===== config.mk =====
export PLATFORM = sky130hd
export DESIGN_NAME = id3v2_frame_extractor_unit_flat
export DESIGN_NICKNAME = d
export VERILOG_FILES = /design/src/rtl/id3fx_pkg.sv /design/src/rtl/id3fx_if.sv /design/src/rtl/id3v2_frame_extractor_unit.sv /design/src/flat_wrapper.sv
export SDC_FILE = /design/constraint.sdc
export NUM_CORES = 1
export LEC_CHECK = 0
export ABC_CLOCK_PERIOD_IN_PS = 5150
export BUFFER_PORTS_ARGS = -buffer_cell sky130_fd_sc_hd__buf_2
export CAP_MARGIN = 25
export CORE_ASPECT_RATIO = 1.2
export CORE_UTILIZATION = 45
export CTS_BUF_LIST = sky130_fd_sc_hd__clkbuf_4 sky130_fd_sc_hd__clkbuf_8
export CTS_CLUSTER_SIZE = 40
export DETAILED_ROUTE_END_ITERATION = 8
export PLACE_DENSITY = 0.59
export SYNTH_ARGS = -nofsm -noshare
export SYNTH_HDL_FRONTEND = slang
export SYNTH_SLANG_ARGS = --single-unit

===== constraint.sdc =====
create_clock -name clk_i -period 5.15 [get_ports clk_i]
set_input_delay 0.2575 -clock clk_i [delete_from_list [all_inputs] [get_ports clk_i]]
set_output_delay 0.2575 -clock clk_i [all_outputs]
set_load 0.02 [all_outputs]

===== src/rtl/id3fx_pkg.sv =====
// ----------------------------------------------------------------------------
// ID3v2 frame extractor package
// Shared types and constants: parse phases, frame ids, result kinds.
// ----------------------------------------------------------------------------
package id3fx_pkg;

  // Field selection
  localparam int unsigned FieldCount = 6;
  localparam int unsigned FieldIdW   = 3;
  localparam int unsigned EnableW    = 6;

  localparam logic [FieldIdW-1:0] NO_FIELD           = 3'd7;
  localparam logic [EnableW-1:0]  FIELD_ENABLE_RESET = 6'h3F;

  // Frame ids in field order: TIT2, TALB, TPE1, TPE2, TYER, TRCK
  localparam logic [31:0] FRAME_IDS [FieldCount] = '{
    32'h5449_5432,
    32'h5441_4C42,
    32'h5450_4531,
    32'h5450_4532,
    32'h5459_4552,
    32'h5452_434B
  };

  // Tag header magic "ID3"
  localparam logic [23:0] ID3_MAGIC = 24'h49_44_33;

  // Printable range that ends the leading-byte skip
  localparam logic [7:0] CHAR_LOW  = 8'h30;  // '0'
  localparam logic [7:0] CHAR_HIGH = 8'h5A;  // 'Z'

  // Header byte positions
  localparam logic [3:0] HDR_MAGIC_END = 4'd3;
  localparam logic [3:0] HDR_SIZE_BEG  = 4'd6;
  localparam logic [3:0] HDR_LAST      = 4'd9;
  localparam logic [3:0] FRM_ID_END    = 4'd4;
  localparam logic [3:0] FRM_SIZE_END  = 4'd8;

  // Result kinds
  localparam logic [1:0] KIND_VALUE   = 2'd0;
  localparam logic [1:0] KIND_CLEARED = 2'd1;
  localparam logic [1:0] KIND_NO_TAG  = 2'd2;

  typedef enum logic [1:0] {
    PH_HEADER    = 2'd0,
    PH_FRAME_HDR = 2'd1,
    PH_BODY      = 2'd2,
    PH_DONE      = 2'd3
  } phase_e;

endpackage


===== src/rtl/id3fx_if.sv =====
// ----------------------------------------------------------------------------
// ID3v2 frame extractor channels
// Valid/ready stream interfaces for file bytes in and field results out.
// ----------------------------------------------------------------------------

// File byte channel
interface id3fx_in_if;
  logic       valid;
  logic       ready;
  logic [7:0] data_byte;
  logic       start_of_file;

  modport source (output valid, output data_byte, output start_of_file, input ready);
  modport sink   (input valid, input data_byte, input start_of_file, output ready);
endinterface

// Field result channel
interface id3fx_out_if;
  logic       valid;
  logic       ready;
  logic [1:0] kind;
  logic [2:0] field_id;
  logic [7:0] value_byte;
  logic       first_byte;
  logic       last_byte;

  modport source (output valid, output kind, output field_id, output value_byte,
                  output first_byte, output last_byte, input ready);
  modport sink   (input valid, input kind, input field_id, input value_byte,
                  input first_byte, input last_byte, output ready);
endinterface


===== src/rtl/id3v2_frame_extractor_unit.sv =====
// ----------------------------------------------------------------------------
// ID3v2 frame extractor
// Parses the ID3v2.3 tag at the head of a byte stream and emits text fields.
// ----------------------------------------------------------------------------
// Usage:
//   in_i carries one file byte per transfer; start_of_file marks byte 0 of a
//   new file and restarts the parse with that byte.
//   out_o carries at most one result per input byte: a value byte of an
//   enabled text field (first/last marked), a cleared-field marker, or a
//   no-tag marker after a bad tag header.
//   cfg_we_i/cfg_wdata_i write the 6-bit field enable mask; write only while
//   the block is idle.
// Timing:
//   One byte per cycle. All parsing for a byte is done between the input
//   transfer and the output register, so a result is valid in the cycle
//   after its byte is taken. Throughput is set by the single
//   output register: one byte a cycle while out_o drains.
// Reset: the parse returns to the tag header phase, the enable mask to all
//   ones and the output register empties.
// Stall: while the output register holds a result that is not taken, in_i
//   is not ready; a byte with no result still needs a free output slot.
// ----------------------------------------------------------------------------
module id3v2_frame_extractor_unit (
  input  logic                clk_i,
  input  logic                rst_ni,
  id3fx_in_if.sink            in_i,
  id3fx_out_if.source         out_o,
  input  logic                cfg_we_i,
  input  logic [5:0]          cfg_wdata_i
);

  // Parse state
  id3fx_pkg::phase_e phase_q, phase_d, cur_phase;
  logic [3:0]  bp_q, bp_d, cur_bp;
  logic [27:0] tag_q, tag_d, cur_tag, tag_dec;
  logic [31:0] id_q, id_d, cur_id;
  logic [31:0] fr_q, fr_d, cur_fr, fr_dec, fr_clip;
  logic [2:0]  sel_q, sel_d, cur_sel, match_field;
  logic        skip_q, skip_d, cur_skip;
  logic        frame_end;
  logic [5:0]  field_enable_q;

  // Result
  logic        res_valid;
  logic [1:0]  res_kind;
  logic [2:0]  res_field;
  logic [7:0]  res_value;
  logic        res_first;
  logic        res_last;

  logic        accept;
  logic [7:0]  b;

  // Output register
  logic        out_valid_q;
  logic [1:0]  kind_q;
  logic [2:0]  field_q;
  logic [7:0]  value_q;
  logic        first_q;
  logic        last_q;

  assign b         = in_i.data_byte;
  assign in_i.ready = !out_valid_q || out_o.ready;
  assign accept    = in_i.valid && in_i.ready;

  // Restart state for a start-of-file byte
  always_comb begin
    if (in_i.start_of_file) begin
      cur_phase = id3fx_pkg::PH_HEADER;
      cur_bp    = '0;
      cur_tag   = '0;
      cur_id    = '0;
      cur_fr    = '0;
      cur_sel   = id3fx_pkg::NO_FIELD;
      cur_skip  = 1'b1;
    end else begin
      cur_phase = phase_q;
      cur_bp    = bp_q;
      cur_tag   = tag_q;
      cur_id    = id_q;
      cur_fr    = fr_q;
      cur_sel   = sel_q;
      cur_skip  = skip_q;
    end
  end

  // Match the completed frame id against the enabled fields, lowest first
  always_comb begin
    match_field = id3fx_pkg::NO_FIELD;
    for (int k = id3fx_pkg::FieldCount - 1; k >= 0; k--) begin
      if (cur_id == id3fx_pkg::FRAME_IDS[k] && field_enable_q[k]) begin
        match_field = 3'(k);
      end
    end
  end

  assign tag_dec = cur_tag - 28'd1;
  assign fr_dec  = cur_fr - 32'd1;
  assign fr_clip = (cur_fr > {4'b0, tag_dec}) ? {4'b0, tag_dec} : cur_fr;

  // Next state and result for one byte
  always_comb begin
    phase_d   = cur_phase;
    bp_d      = cur_bp;
    tag_d     = cur_tag;
    id_d      = cur_id;
    fr_d      = cur_fr;
    sel_d     = cur_sel;
    skip_d    = cur_skip;
    frame_end = 1'b0;
    res_valid = 1'b0;
    res_kind  = id3fx_pkg::KIND_VALUE;
    res_field = '0;
    res_value = '0;
    res_first = 1'b0;
    res_last  = 1'b0;

    case (cur_phase)
      id3fx_pkg::PH_HEADER: begin
        if (cur_bp < id3fx_pkg::HDR_MAGIC_END) begin
          id_d = {cur_id[23:0], b};
        end else if (cur_bp >= id3fx_pkg::HDR_SIZE_BEG) begin
          tag_d = {cur_tag[20:0], b[6:0]};
        end
        if (cur_bp < id3fx_pkg::HDR_LAST) begin
          bp_d = cur_bp + 4'd1;
        end else if (cur_id[23:0] != id3fx_pkg::ID3_MAGIC) begin
          phase_d   = id3fx_pkg::PH_DONE;
          res_valid = 1'b1;
          res_kind  = id3fx_pkg::KIND_NO_TAG;
        end else begin
          // tag size includes the last size byte taken this cycle
          bp_d    = '0;
          id_d    = '0;
          phase_d = (tag_d != '0) ? id3fx_pkg::PH_FRAME_HDR : id3fx_pkg::PH_DONE;
        end
      end

      id3fx_pkg::PH_FRAME_HDR: begin
        tag_d = tag_dec;
        if (cur_bp == '0 && b == 8'd0) begin
          // padding byte
          if (tag_dec == '0) begin
            phase_d = id3fx_pkg::PH_DONE;
          end
        end else begin
          if (cur_bp < id3fx_pkg::FRM_ID_END) begin
            id_d = {cur_id[23:0], b};
          end else if (cur_bp < id3fx_pkg::FRM_SIZE_END) begin
            fr_d = {cur_fr[23:0], b};
          end
          if (cur_bp < id3fx_pkg::HDR_LAST) begin
            bp_d = cur_bp + 4'd1;
            if (tag_dec == '0) begin
              phase_d = id3fx_pkg::PH_DONE;
            end
          end else begin
            // last header byte: select field and clip the body to the tag
            sel_d  = match_field;
            fr_d   = fr_clip;
            skip_d = 1'b1;
            bp_d   = '0;
            if (fr_clip == '0) begin
              id_d    = '0;
              phase_d = (tag_dec != '0) ? id3fx_pkg::PH_FRAME_HDR : id3fx_pkg::PH_DONE;
              if (match_field != id3fx_pkg::NO_FIELD) begin
                res_valid = 1'b1;
                res_kind  = id3fx_pkg::KIND_CLEARED;
                res_field = match_field;
              end
            end else begin
              phase_d = id3fx_pkg::PH_BODY;
            end
          end
        end
      end

      id3fx_pkg::PH_BODY: begin
        tag_d     = tag_dec;
        fr_d      = fr_dec;
        frame_end = (fr_dec == '0);
        if (frame_end) begin
          bp_d    = '0;
          id_d    = '0;
          phase_d = (tag_dec != '0) ? id3fx_pkg::PH_FRAME_HDR : id3fx_pkg::PH_DONE;
        end
        if (cur_sel != id3fx_pkg::NO_FIELD) begin
          if (cur_skip && (b < id3fx_pkg::CHAR_LOW || b > id3fx_pkg::CHAR_HIGH)) begin
            // drop leading byte; report empty field at frame end
            if (frame_end) begin
              res_valid = 1'b1;
              res_kind  = id3fx_pkg::KIND_CLEARED;
              res_field = cur_sel;
            end
          end else begin
            skip_d    = 1'b0;
            res_valid = 1'b1;
            res_kind  = id3fx_pkg::KIND_VALUE;
            res_field = cur_sel;
            res_value = b;
            res_first = cur_skip;
            res_last  = frame_end;
          end
        end
      end

      default: begin
        // finished: ignore bytes until start of file
      end
    endcase
  end

  // Parse state register
  always_ff @(posedge clk_i or negedge rst_ni) begin
    if (!rst_ni) begin
      phase_q <= id3fx_pkg::PH_HEADER;
      bp_q    <= '0;
      tag_q   <= '0;
      id_q    <= '0;
      fr_q    <= '0;
      sel_q   <= id3fx_pkg::NO_FIELD;
      skip_q  <= 1'b1;
    end else if (accept) begin
      phase_q <= phase_d;
      bp_q    <= bp_d;
      tag_q   <= tag_d;
      id_q    <= id_d;
      fr_q    <= fr_d;
      sel_q   <= sel_d;
      skip_q  <= skip_d;
    end
  end

  // Field enable register
  always_ff @(posedge clk_i or negedge rst_ni) begin
    if (!rst_ni) begin
      field_enable_q <= id3fx_pkg::FIELD_ENABLE_RESET;
    end else if (cfg_we_i) begin
      field_enable_q <= cfg_wdata_i;
    end
  end

  // Output valid: load on a result, drop when taken
  always_ff @(posedge clk_i or negedge rst_ni) begin
    if (!rst_ni) begin
      out_valid_q <= 1'b0;
    end else if (accept) begin
      out_valid_q <= res_valid;
    end else if (out_o.ready) begin
      out_valid_q <= 1'b0;
    end
  end

  // Output payload
  always_ff @(posedge clk_i) begin
    if (accept && res_valid) begin
      kind_q  <= res_kind;
      field_q <= res_field;
      value_q <= res_value;
      first_q <= res_first;
      last_q  <= res_last;
    end
  end

  assign out_o.valid      = out_valid_q;
  assign out_o.kind       = kind_q;
  assign out_o.field_id   = field_q;
  assign out_o.value_byte = value_q;
  assign out_o.first_byte = first_q;
  assign out_o.last_byte  = last_q;

endmodule


===== src/flat_wrapper.sv =====
// flat-port wrapper written by rule: the top's interface ports become plain ports
module id3v2_frame_extractor_unit_flat 
  (clk_i, rst_ni, cfg_we_i, cfg_wdata_i, in_i_valid, in_i_data_byte, in_i_start_of_file, in_i_ready, out_o_valid, out_o_kind, out_o_field_id, out_o_value_byte, out_o_first_byte, out_o_last_byte, out_o_ready);
  id3fx_in_if in_i_i ();
  id3fx_out_if out_o_i ();
  input  logic clk_i;
  input  logic rst_ni;
  input  logic cfg_we_i;
  input  logic [5:0] cfg_wdata_i;
  input wire logic [$bits(in_i_i.valid)-1:0] in_i_valid;
  input wire logic [$bits(in_i_i.data_byte)-1:0] in_i_data_byte;
  input wire logic [$bits(in_i_i.start_of_file)-1:0] in_i_start_of_file;
  output wire logic [$bits(in_i_i.ready)-1:0] in_i_ready;
  output wire logic [$bits(out_o_i.valid)-1:0] out_o_valid;
  output wire logic [$bits(out_o_i.kind)-1:0] out_o_kind;
  output wire logic [$bits(out_o_i.field_id)-1:0] out_o_field_id;
  output wire logic [$bits(out_o_i.value_byte)-1:0] out_o_value_byte;
  output wire logic [$bits(out_o_i.first_byte)-1:0] out_o_first_byte;
  output wire logic [$bits(out_o_i.last_byte)-1:0] out_o_last_byte;
  input wire logic [$bits(out_o_i.ready)-1:0] out_o_ready;
  assign in_i_i.valid = in_i_valid;
  assign in_i_i.data_byte = in_i_data_byte;
  assign in_i_i.start_of_file = in_i_start_of_file;
  assign in_i_ready = in_i_i.ready;
  assign out_o_valid = out_o_i.valid;
  assign out_o_kind = out_o_i.kind;
  assign out_o_field_id = out_o_i.field_id;
  assign out_o_value_byte = out_o_i.value_byte;
  assign out_o_first_byte = out_o_i.first_byte;
  assign out_o_last_byte = out_o_i.last_byte;
  assign out_o_i.ready = out_o_ready;
  id3v2_frame_extractor_unit u_core (.clk_i(clk_i), .rst_ni(rst_ni), .in_i(in_i_i), .out_o(out_o_i), .cfg_we_i(cfg_we_i), .cfg_wdata_i(cfg_wdata_i));
endmodule

==> flow_summary.yaml, run 1 <==
status:
  outcome: "finished clean"
worst_setup_path:
  slowest_delay_ps: 560
  crit_path_start_kind: "register"
  cp-end-kind: "register"
  cp-startpoint: "u_core.tag_q[16]"
  cp_data_arrival_time_ps: 5140
  crit_slowest_cell: "or4_1"
  cp_top_family: "simple AND/OR/NAND/NOR gates"
  path_buf_inv: 2
  r2r-start: "u_core.tag_q[16]"
  crit_required_ps: 5330
  cp_cell_sequence: "or4_1, or3_1, buf_4, nor4_2, xor2_1, nor2_1, ha_1, a21o_1, a21o_1, a211oi_1, o211a_1, a31oi_4, nor4_2, a21o_4, o2111ai_2, and3b_2, nor2_4, buf_12"
  path_max_fanout: 15
  worst-setup-path-type: "register to register"
yosys:
  avgSynthCellArea_sq_um: 7.648
  muxShareOfSynthArea: 0.02260
  synthCells: 1397
  synthDistinctLibCells: 84
  yosysWarnings: 0
  synthArstFlopShare: 0.8790
  synth_compound_area_frac: 0.2982
  syn-num-nets: 1456
  ys_ff_latch: 124
  synth_edf_count: 15
  synth_top_family_by_area: "compound AO/OA/AOI/OAI gates"
  synth_area_leaders: "dfrtp_1 (23%), nand2_1 (5.7%), a21oi_1 (4.9%), o21ai_0 (4.9%), ha_1 (4.6%)"
  synth-xor-area-share: 0.01722
  syn_area_sq_um: 10680
  synthFlopType: "dfrtp_1"
  yosys.area.top_type: "dfrtp_1"
  synthAdderAreaFrac: 0.04567
  synth-simple-area-share: 0.2551
  yosysSeqAreaShare: 0.2986
  synth_top_area_frac: 0.2319
floorplan:
  die_h_um: 170.8
  start_util: 0.4605
  core_sq_um: 23200
  die_area_sq_um: 24360
  ioPinCount: 37
  core.rowCount: 61
  fp.dieW_um: 142.7
layout:
  layout-drive-gt1-share: 0.1403
  design_area_sq_um: 11880
  antenna_cells: 0
  instances_no_fill: 1741
  final_nets: 1472
  syn_to_final_growth_pct: 11.20
  utilization: 0.5120
clocking:
  htree_levels: 4
  path_clk_slew_ps: 90
  clock_latency_ps: 460
  cts_setup_buffers: 0
  cts_root_buffer: "clkbuf_8"
  cts_buffers: 17
  clk_path_buf_depth: 2
  clock_sinks: 124
  cts_tree: "built"
power_and_ir_drop:
  p_switching_w: 0.001793
  combPwrFrac: 0.443
  leakagePower_nw: 5.067
  seqPwrFrac: 0.334
  internal_power_w: 0.002125
  p_clk_frac: 0.222
  swShare: 0.4576
  peakVddDrop_v: 0.0001897
  p_per_area_nw_per_um2: 329.7
sta:
  relSlewSlack: 0.4293
  setup_tns_ps: 0
  whs_ps: 31.49
  slew_viol_final: 0
  fin_crit_sh: 0.9632
  finalHoldViolations: 0
  timing.fmax_mhz: 201.6
  worst_slew_pin_slew_ps: 856.1
  layout_min_cycle_time_ps: 4961
  finalClockSkew_ps: 11.97
  finalSetupViolations: 0
placement:
  gp_congestion: 0.9707
  dp_cells: 1708
  portBuffers: 36
  placed_area_sq_um: 11430
  hpwl_um: 29250
global_route:
  grt_util_met1: 0.4180
  grt_max_degree: 66
  grt_pass1_wl_um: 63470
  grt_use_met3: 0.05122
  grt_usage: 0.3444
  grt_util_met2: 0.5701
  grt_pass1_vias: 11050
  grt_overflow_total: 0
  grt-busiest-layer: "met2"
  grt_antenna_before_repair: 0
min_path:
  holdCritPathClass: "input port to register"
  min-delay-start: "cfg_wdata_i[2]"
routing:
  first_iter_violations: 1019
  wl_um: 41280
  remaining_drc_errors: 0
  wl_per_cell_um: 23.71
  ant_nets: 0
  via_per_inst: 6.679
  first_pass_iters: 5
  vias: 11630
run:
  max_cap_violations: 0
-- worst paths after layout --
check                                      endpoint  slack (ps)  depth (start not counted)
max in group asynchronous            u_core.bp_q[2]        3490                          3
min in group asynchronous          u_core.tag_q[18]         350                          2
max                        u_core.out_o.field_id[2]         190                         18
min                        u_core.field_enable_q[2]          30                          2
min reg2reg                         u_core.id_q[30]         510                          1
max reg2reg                u_core.out_o.field_id[2]         190                         18
-- power by group through the flow --
| stage | clock network [W] | logic, W | registers (W) |
|---|---|---|---|
| finish | 0.000871 | 0.00174 | 0.00131 |
| global route | 0.000919 | 0.00187 | 0.00132 |
| CTS | 0.000881 | 0.00168 | 0.00130 |
| detailed placement | 0 | 0.00167 | 0.00132 |
| global placement | 0 | 0.00166 | 0.00132 |
| floorplan | 0 | 0.00117 | 0.00122 |
-- flip-flops by register name, summed over array words and instances (netlist names), 3 cells and up --
| signal | count |
|---|---|
| u_core.bp_q | 4 |
| u_core.field_enable_q | 6 |
| u_core.fr_q | 32 |
| u_core.id_q | 32 |
| u_core.out_o.field_id | 3 |
| u_core.out_o.value_byte | 8 |
| u_core.sel_q | 3 |
| u_core.tag_q | 28 |
-- cell type report --
| class | instances | area, sq um |
|---|---|---|
| clock inverter | 14 | 125.1 |
| timing repair buffer | 113 | 802.0 |
| clock buffer | 18 | 241.5 |
| multi-input combinational | 1101 | 6915 |
| sequential | 124 | 3191 |
| fill | 2346 | 11320 |
| inverter | 56 | 211.5 |
| tap | 315 | 394.1 |
-- logic make-up after synthesis --
kind of cell             after synthesis
AND/OR/NAND/NOR                      542
flip-flops                           124
XOR/XNOR                              21
adder cells (fa/ha/maj)               39
buffers and inverters                172
multiplexers                          23
AO/OA/AOI/OAI                        476
-- per-stage QoR --
stage	total power (W)	setup WS (ps)
after floorplan	0.002388	78.68
after global placement	0.002980	-34.94
after detailed placement	0.002990	16.22
after CTS	0.003860	27.19
after global routing	0.004118	-13.14
final	0.003917	189.5
-- cells in the final DEF, fill, tap and decap left out, types with 13 or more instances in the layout --
cell type  netlist  routed
nor2b_1         25      25
clkbuf_8         0      17
inv_1           55      55
o221ai_1        27      27
a21o_1          19      19
nor4_1          24      22
a31oi_1         23      22
a22o_1          43      43
and2_1          15      15
or4_1           22      21
and3_1          13      13
mux2i_1         14      14
nor2_1         124     121
nand3_1         27      27
a21oi_1        105     105
dfrtp_1         99      99
nand2_1        161     161
nand4_1         16      16
o21ai_0        105     105
edfxtp_1        15      15
nor3_1          43      41
buf_4            0      75
a22oi_1         13      13
buf_2            1      34
ha_1            39      39
o22ai_1         22      22
-- timing repair --
action,CTS,global route
hold buffers,1,0
resized for setup,1,13
pin swaps,0,1
endpoints found under the setup margin,8,72
endpoints found under the hold margin,43,0
-- layer usage --
layer / wire [um] / part of all wire
met4: 2504 / 0.061
met1: 16190 / 0.39
met3: 3118 / 0.076
met2: 19460 / 0.47
met5: 0 / 0
-- Yosys cell counts (all sizes together), types with 9 or more instances --
cell type and number:
nor4 26, xnor2 9, xor2 12, a21o 20
inv 55, and3 13, o22ai 22, or4 22
or2 12, a211oi 9, nor2b 25, a31oi 23
edfxtp 15, nor2 124, nand3 27, mux2i 14
ha 39, o31ai 12, o21a 9, nand4 16
and2 15, buf 11, dfrtp 99, nand2 161
nand4b 9, o21ai 111, dfstp 10, nor3 43
a22o 43, clkbuf 105, nand2b 12, or3 13
a21oi 106, mux2 9, a22oi 13, o221ai 27
Note: power is estimated with default switching activity, not from simulation.
==> inputs of run 2 (changes only) <==
--- a/config.mk
+++ b/config.mk
@@ -5,7 +5,7 @@
 export SDC_FILE = /design/constraint.sdc
 export NUM_CORES = 1
 export LEC_CHECK = 0
-export ABC_CLOCK_PERIOD_IN_PS = 5150
+export ABC_CLOCK_PERIOD_IN_PS = 4800
 export BUFFER_PORTS_ARGS = -buffer_cell sky130_fd_sc_hd__buf_2
 export CAP_MARGIN = 25
 export CORE_ASPECT_RATIO = 1.2
@@ -13,7 +13,7 @@
 export CTS_BUF_LIST = sky130_fd_sc_hd__clkbuf_4 sky130_fd_sc_hd__clkbuf_8
 export CTS_CLUSTER_SIZE = 40
 export DETAILED_ROUTE_END_ITERATION = 8
-export PLACE_DENSITY = 0.59
+export PLACE_DENSITY = 0.57
 export SYNTH_ARGS = -nofsm -noshare
 export SYNTH_HDL_FRONTEND = slang
 export SYNTH_SLANG_ARGS = --single-unit
==> constraint.sdc (replaced) <==
create_clock -name clk_i -period 4.8 [get_ports clk_i]
set_input_delay 0.24 -clock clk_i [delete_from_list [all_inputs] [get_ports clk_i]]
set_output_delay 0.24 -clock clk_i [all_outputs]
set_load 0.02 [all_outputs]
==> flow_summary.yaml, run 2 (synthesis gave the netlist of run 1 again) <==
sta:
  fin_crit_sh: 0.9780
  layout_min_cycle_time_ps: 4694
  worst_slew_pin_slew_ps: 1010
  setup_tns_ps: 0
  whs_ps: 81.64
  finalSetupViolations: 0
  rsz0062_at_grt: "yes"
  finalHoldViolations: 0
  finalClockSkew_ps: 17.35
  timing.fmax_mhz: 213.0
  relSlewSlack: 0.3192
  finalWorstSetupSlack_ps: 105.8
  slew_viol_final: 0
global_route:
  grt_max_degree: 99
  grt-busiest-layer: "met2"
  grt_util_met2: 0.6055
  grt_usage: 0.3639
  grt_overflow_total: 0
  grt_antenna_before_repair: 0
  grt_pass1_vias: 11350
  grt_use_met3: 0.05654
  grt_util_met1: 0.4366
  grt_pass1_wl_um: 66370
layout:
  layout_common_cells: "nand2_1 (160), nor2_1 (121), buf_4 (118)"
  layout-drive-gt1-share: 0.1797
  final_nets: 1526
  reg_top3: "u_core.fr_q (32), u_core.id_q (32), u_core.tag_q (28)"
  final_common_cell: "nand2_1"
  antenna_cells: 0
  syn_to_final_growth_pct: 16.82
  multi_input_area_sq_um: 7052
  design_area_sq_um: 12480
  utilization: 0.5379
  fillers: 2339
  regArea_sq_um: 3191
power_and_ir_drop:
  peakVddDrop_v: 0.0002230
  p_per_area_nw_per_um2: 348.9
  leakagePower_nw: 5.354
clocking:
  clock_latency_ps: 490
  cts_buffers: 17
  htree_levels: 4
  path_clk_slew_ps: 90
  cts_root_buffer: "clkbuf_8"
  clock_sinks: 124
  cts_tree: "built"
  clk_path_buf_depth: 2
worst_setup_path:
  worst-setup-path-type: "register to register"
  crit_required_ps: 5000
  cp_data_arrival_time_ps: 4900
  path_max_fanout: 8
  cp-end-kind: "register"
  crit_path_start_kind: "register"
placement:
  placed_area_sq_um: 11740
  hpwl_um: 30490
  portBuffers: 36
  place_ws_ps: -64.04
  gp_congestion: 0.9970
min_path:
  holdCritPathClass: "input port to register"
routing:
  via_per_inst: 6.580
  first_iter_violations: 1136
  wl_um: 43240
  first_pass_iters: 6
  vias: 11810
  remaining_drc_errors: 0
  ant_nets: 0
  wl_per_cell_um: 24.09
floorplan:
  start_util: 0.4605
  core.rowCount: 61
  fp.dieW_um: 142.7
  die_area_sq_um: 24360
  ioPinCount: 37
  core_sq_um: 23200
  die_h_um: 170.8
run:
  max_cap_violations: 0
status:
  outcome: "finished clean"
[run 2: metrics by stage]
step,instances,power [W]
after floorplan,1397,0.002579
after global placement,1741,0.003320
after detailed placement,1742,0.003331
after CTS,1785,0.004236
after global routing,1795,0.004587
final,1795,0.004354
[run 2: worst paths after layout]
check                                      start                 endpoint  slack [ps]  depth (start not counted)
worst max-delay path            u_core.tag_q[16]  u_core.out_o.first_byte         110                         19
worst min-delay path                 out_o_ready       u_core.out_o.valid          80                          3
worst max register to register  u_core.tag_q[16]  u_core.out_o.first_byte         110                         19
worst min register to register   u_core.id_q[25]          u_core.id_q[25]         520                          1
max in group asynchronous                 rst_ni            u_core.skip_q        3320                          4
min in group asynchronous                 rst_ni         u_core.tag_q[22]         250                          2
[run 2: timing repair]
| action | 4_1_cts | 5_1_grt |
|---|---|---|
| cloned | 1 | 0 |
| gates resized for setup | 9 | 29 |
| buffers inserted | 3 | 9 |
| endpoints found under the setup margin | 32 | 76 |
| pin swaps | 5 | 13 |
| hold endpoints to repair | 78 | 0 |
| hold buffers | 7 | 0 |
[run 2: cell type report]
| cell class | count | area share |
|---|---|---|
| Multi-Input combinational cell | 1101 | 0.5650 |
| Clock buffer | 17 | 0.01875 |
| Inverter | 56 | 0.01724 |
| Timing Repair Buffer | 167 | 0.1029 |
| Tap cell | 315 | 0.03158 |
| Clock inverter | 15 | 0.008922 |
| Sequential cell | 124 | 0.2556 |
[run 2: per-layer routing]
layer / share of wire / wire (um)
met5: 0 / 0
met4: 0.064 / 2784
met3: 0.070 / 3032
met2: 0.48 / 20790
met1: 0.38 / 16630
[run 2: critical path: stages, from the launching register on]
cell,delay [ps]
dfrtp_1,390
or4_4,550
or3_4,360
or2_4,260
o311ai_4,280
o31ai_2,140
or2_2,310
inv_1,70
ha_1,230
and4_1,210
nand3_1,120
nor3_2,60
nand2_1,130
a31oi_4,50
nor4_2,290
a21o_4,160
o2111ai_4,140
and3b_2,290
nor2_4,200
buf_12,160
[run 2: power breakdown]
part           leakage, nW  internal, W  switching (W)  total [W]
sequential            1.59      0.00119       0.000188    0.00138
combinational         3.59     0.000832        0.00126    0.00209
clock                0.179     0.000364       0.000519   0.000882
total                 5.35      0.00239        0.00196    0.00435
